--- config.mk ---
export PLATFORM = sky130hd
export DESIGN_NAME = pst_isqrt
export DESIGN_NICKNAME = d
export VERILOG_FILES = /design/src/hdl/pst_isqrt.sv
export SDC_FILE = /design/constraint.sdc
export NUM_CORES = 2
export LEC_CHECK = 0
export BUFFER_PORTS_ARGS = -buffer_cell sky130_fd_sc_hd__buf_2
export CAP_MARGIN = 15
export CORE_UTILIZATION = 46
export CTS_CLUSTER_DIAMETER = 40
export DETAILED_ROUTE_END_ITERATION = 10
export PLACE_DENSITY_LB_ADDON = 0.08
export SLEW_MARGIN = 10
export SYNTH_ARGS = -nofsm -noshare
export SYNTH_HDL_FRONTEND = slang
export SYNTH_SLANG_ARGS = --single-unit
--- constraint.sdc ---
create_clock -name clk -period 7.6 [get_ports clk]
set_clock_uncertainty 0.1 [all_clocks]
set_input_delay 1.52 -clock clk [delete_from_list [all_inputs] [get_ports clk]]
set_output_delay 1.52 -clock clk [all_outputs]
set_load 0.005 [all_outputs]
--- src/hdl/pst_isqrt.sv ---
module pst_isqrt #(
  parameter int RW = 26,
  parameter int TW = 8
) (
  input  logic            clk,
  input  logic            rst,
  input  logic            en,
  input  logic            in_vld,
  input  logic [2*RW-1:0] rad,
  input  logic [TW-1:0]   in_tag,
  output logic            out_vld,
  output logic [RW-1:0]   root,
  output logic [TW-1:0]   out_tag
);

  logic              vld_q  [RW];
  logic [RW:0]       rem_q  [RW];
  logic [RW-1:0]     root_q [RW];
  logic [2*RW-1:0]   rad_q  [RW];
  logic [TW-1:0]     tag_q  [RW];

  // One result bit per stage, most significant pair first
  for (genvar k = 0; k < RW; k++) begin : g_stage
    logic            p_vld;
    logic [RW:0]     p_rem;
    logic [RW-1:0]   p_root;
    logic [2*RW-1:0] p_rad;
    logic [TW-1:0]   p_tag;
    logic [RW+2:0]   rem_sh;
    logic [RW+2:0]   trial;
    logic [RW+2:0]   diff;
    logic            ge;

    if (k == 0) begin : g_first
      assign p_vld  = in_vld;
      assign p_rem  = '0;
      assign p_root = '0;
      assign p_rad  = rad;
      assign p_tag  = in_tag;
    end else begin : g_rest
      assign p_vld  = vld_q[k-1];
      assign p_rem  = rem_q[k-1];
      assign p_root = root_q[k-1];
      assign p_rad  = rad_q[k-1];
      assign p_tag  = tag_q[k-1];
    end

    assign rem_sh = {p_rem, p_rad[2*RW-1 -: 2]};
    assign trial  = {1'b0, p_root, 2'b01};
    assign diff   = rem_sh - trial;
    assign ge     = rem_sh >= trial;

    always_ff @(posedge clk) begin
      if (rst) begin
        vld_q[k] <= 1'b0;
      end else if (en) begin
        vld_q[k] <= p_vld;
      end
      if (en) begin
        rem_q[k]  <= ge ? diff[RW:0] : rem_sh[RW:0];
        root_q[k] <= {p_root[RW-2:0], ge};
        rad_q[k]  <= {p_rad[2*RW-3:0], 2'b00};
        tag_q[k]  <= p_tag;
      end
    end
  end

  assign out_vld = vld_q[RW-1];
  assign root    = root_q[RW-1];
  assign out_tag = tag_q[RW-1];

  ap_first_enter: assert property (@(posedge clk) disable iff (rst)
    en && in_vld |=> vld_q[0])
    else $error("isqrt first stage lost an item");
  ap_hold: assert property (@(posedge clk) disable iff (rst)
    !en |=> $stable(out_vld) && $stable(root))
    else $error("isqrt output moved during stall");
  ap_drain: assert property (@(posedge clk) disable iff (rst)
    en && !vld_q[RW-2] |=> !out_vld)
    else $error("isqrt produced an item from a bubble");

endmodule

* Yosys cells after proc, flatten, opt, wreduce, memory -nomap -nowiden
Memory sizes are Yosys's and may differ from the RTL's.
Index checks and enable logic that the tools add are counted.
** Word-level totals
- RAM bits :: 2912
- Register bits after elaboration :: 0
- Memories kept :: 5
- Logic and storage cells :: 141
** Memory list
- rad_q :: words 26, bits a word 50, read ports 25, clocked after Yosys merged registers in 0, write ports 26, line 19 : logic [2*RW-1:0] rad_q [RW];
- rem_q :: words 26, bits a word 27, read ports 25, clocked after Yosys merged registers in 0, write ports 26, line 17 : logic [RW:0] rem_q [RW];
- root_q :: words 26, bits a word 26, read ports 26, clocked after Yosys merged registers in 0, write ports 26, line 18 : logic [RW-1:0] root_q [RW];
- tag_q :: words 26, bits a word 8, read ports 26, clocked after Yosys merged registers in 0, write ports 26, line 20 : logic [TW-1:0] tag_q [RW];
- vld_q :: words 26, bits a word 1, read ports 26, clocked after Yosys merged registers in 0, write ports 26, line 16 : logic vld_q [RW];
** Cells by class
- Mux-type cells :: 58
- Magnitude comparators :: 26
- Bitwise operators :: 26
- Add/sub/neg operators :: 26
** Operators with widths (number)
- 29-bit by 28-bit >= comparator with 1-bit output :: 25
- 27-bit two-way mux :: 26
- 27-bit subtractor :: 25
- 1-bit two-way mux :: 32
- 1-bit OR :: 26
- 2-bit by 1-bit subtractor with 3-bit output (second input constant) :: 1
- 2-bit by 1-bit >= comparator with 1-bit output (second input constant) :: 1

* Logic depth before layout (Yosys ltp)
- Depth in word-level cells :: 4
- Mapped depth :: 14
- Gate-level depth less buffers :: 13

* Least setup slack after synthesis
Ideal clock, no wire load.
- Kind :: register to register
- Start :: memory rem_q[0][408] (netlist bit)
- End :: memory rem_q[1][0] (netlist bit), data pin
- Path slack :: 4.415 ns
- Cell stages (with the launch flop) :: 11
- Arrival :: 2.825 ns
- Required time :: 7.240 ns
- Path through :: edfxtp_1 ha_1 a21o_1 a21o_1 a2111oi_0 o31ai_1 a31oi_1 o31a_1 buf_2 buf_2 xnor2_1
** RTL lines (line)
- start, declared :: 17

==> flow_summary_export.csv <==
group,metric,value,unit
synthesis,async_flop_share,0,%
power_and_ir_drop,power_density,326,mW/mm²
layout,syn2layout_area_growth,16.5,%
timing,rsz0062_at_grt,"no",
synthesis,postSynthCellCount,6065,
floorplan,initial_core_util,46.4,%
synthesis,ys_seq_elements,1873,
synthesis,yosys_most_used_dff,"edfxtp_1",
layout,stdcell_count,8984,
layout,nNetsFinal,6851,
synthesis,synth_edf_count,1873,
synthesis,synth_warnings,0,
timing,fmax,251,MHz
timing,min_period,3.99,ns
clock_network,clk_pin_slew_worst_paths,0.06,ns
clock_network,cts-buffers-inserted,300,
synthesis,avgSynthCellArea,13.7,µm²
floorplan,die_area,0.182,mm²
floorplan,die_y,427,µm
worst_setup_path,startpoint_type,"flop",
timing,finalSetupTns,0,ns
routing,route.detailed.drc,0,
global_route,grt_pass1_vias,46050,
worst_setup_path,path_class,"flop to flop",
synthesis,synth_area_leaders,"edfxtp_1, ha_1, xor2_1",
timing,worst_pin_slew,1.13,ns
timing,slew_viol_final,0,
status,outcome,"finished clean",
clock_network,cts_sinks,1873,
placed_design,numPortBuffers,98,
placed_design,gp_congestion,0.857,
timing,relSlewSlack,24.9,%
global_route,antenna_found_initial,0,
routing,viasPerCell,5.24,
timing,setup_violations,0,
routing,firstDrtPassIters,7,
floorplan,rows,155,
synthesis,ys_types,93,
synthesis,ys_seq_area_share,67.8,%
min_path,min_path_type,"flop to flop",
clock_network,cts_tree,"yes",
layout,diodes,0,
power_and_ir_drop,total_leakage_power,37.1,nW
placed_design,dpl.cell_count,8459,
worst_setup_path,required,8.16,ns
floorplan,core_area,0.179,mm²
layout,final_common_cell,"edfxtp_1",
routing,wl,159000,µm
global_route,overflow,0,
worst_setup_path,critPathArrivalTime,4.55,ns
routing,vias,47106,
routing,antenna_left,0,
timing,holdWs,0.289,ns
clock_network,ctsHoldBuffers,0,
global_route,grt_pass1_wl,250000,µm
placed_design,hpwlAfterDp,109000,µm
synthesis,synth.top_cell.area_share,67.8,%
floorplan,fp.dieW,427,µm
layout,drive_gt1_share,11.2,%
worst_setup_path,end_kind,"flop",
timing,fin_crit_sh,52.5,%
timing,finalHoldViolations,0,
power_and_ir_drop,peakVddDrop,0.213,mV
synthesis,netlist_area,0.0830,mm²
global_route,grt_start_max_net_pins,178,
clock_network,cts.htree.levels,5,
clock_network,clock_latency,0.94,ns
routing,drt_first_iter_violations,3047,
power_and_ir_drop,report.power.total,31.5,mW
clock_network,cts_resized,0,
synthesis,syn-num-nets,6508,
layout,final_util,54.1,%
clock_network,postCtsSetupRepairBufs,0,
routing,wire_per_inst,17.6,µm
layout,mostFrequentLayoutCells,"edfxtp_1, inv_1, a21oi_1",
clock_network,cts-root-buf,"clkbuf_16",
global_route,grt_usage,17.4,%
synthesis,yosysTopAreaCell,"edfxtp_1",
clock_network,clockBufferDepth,4,
floorplan,ioPinCount,99,
run,drv_cap,0,
worst_setup_path,worst-path-max-fanout,47,
-- power breakdown --
group	total [mW]	switching [mW]	internal (mW)
Clock	13.5	4.81	8.68
Sequential	13.6	0.715	12.9
Combinational	4.45	2.59	1.86
-- cell usage after synthesis (11+ instances only) --
master    count
nand4b_1     12
o21ai_0     303
o31a_1       11
nand2b_1     70
mux2_2       43
nand3_1      98
a211oi_1     27
and2_1       42
ha_1        379
o211ai_1     13
o21a_1       83
o41ai_1      11
nand4_1      57
clkbuf_1     74
nand2_1     371
nor4_1       81
and3_1       30
nor2_1      374
nor3_1      149
nor3b_1      12
nand3b_1     17
a31oi_1      34
xor2_1      274
a21oi_1     381
nor2b_1      49
or3_1        47
o31ai_1      30
or2_2        31
inv_1       462
a21o_1      150
buf_2        13
xnor2_1     241
a21boi_0     16
nor4b_1      13
or4_1        30
edfxtp_1   1873
o21bai_1     22
-- stage by stage --
step / setup WS [ns] / area, µm²
floorplan: 4.42 / 83000
CTS: 3.47 / 96600
global placement: 3.59 / 86600
finish: 3.61 / 96600
detailed placement: 3.52 / 86600
global route: 3.21 / 96600
-- state kept, by name, indices dropped and copies added (netlist names) --
name,cells
vld_q,26
tag_q,208
root_q,351
rem_q,638
rad_q,650
-- layer usage --
layer / global-route usage, % / up-vias / share of wire, %
met5: 0 / - / 0
met4: 5.95 / 0 / 2.6
met3: 3.54 / 286 / 4.4
met2: 28.5 / 890 / 48
met1: 23.0 / 22575 / 45
li1: - / 23355 / -
-- kinds of logic after synthesis --
| group | Yosys count | share of synthesized area [%] |
|---|---|---|
| DFF | 1873 | 67.8 |
| and+or+nand+nor | 1523 | 9.22 |
| AOI/OAI and AO/OA | 1162 | 8.60 |
| buffers and inverters | 560 | 2.56 |
| xor gates and xnor gates | 515 | 5.44 |
| adders and majority gates | 379 | 5.71 |
| muxes | 52 | 0.692 |
| other | 1 | 0.00452 |
-- worst max-delay path: stages (launching register included) --
cell	delay [ns]
edfxtp_1	0.40
ha_1	0.26
or3_1	0.37
o22ai_1	0.38
o221ai_1	0.27
o31a_1	0.39
a21oi_1	0.24
nor2b_1	0.11
nor3_2	0.16
buf_4	0.42
inv_1	0.30
mux2_2	0.34
-- path summary, 6_finish.rpt --
check / start / end / slack, ns / cells past startpoint
worst max-delay path: rem_q[1][137] / rem_q[1][184] / 3.61 / 11
worst min-delay path: rad_q[3][17] / rad_q[4][19] / 0.29 / 0
worst max register to register: rem_q[1][137] / rem_q[1][184] / 3.61 / 11
worst min register to register: rad_q[3][17] / rad_q[4][19] / 0.29 / 0
-- cell type report --
type / count / area [µm²]
clock buffer: 328 / 7760
clock inverter: 195 / 2300
fill: 14722 / 82200
inverter: 464 / 1740
multi-input combinational: 3632 / 24700
sequential: 1873 / 56200
tap: 2355 / 2950
timing repair buffer: 137 / 960
(Power assumes the default switching activity.)
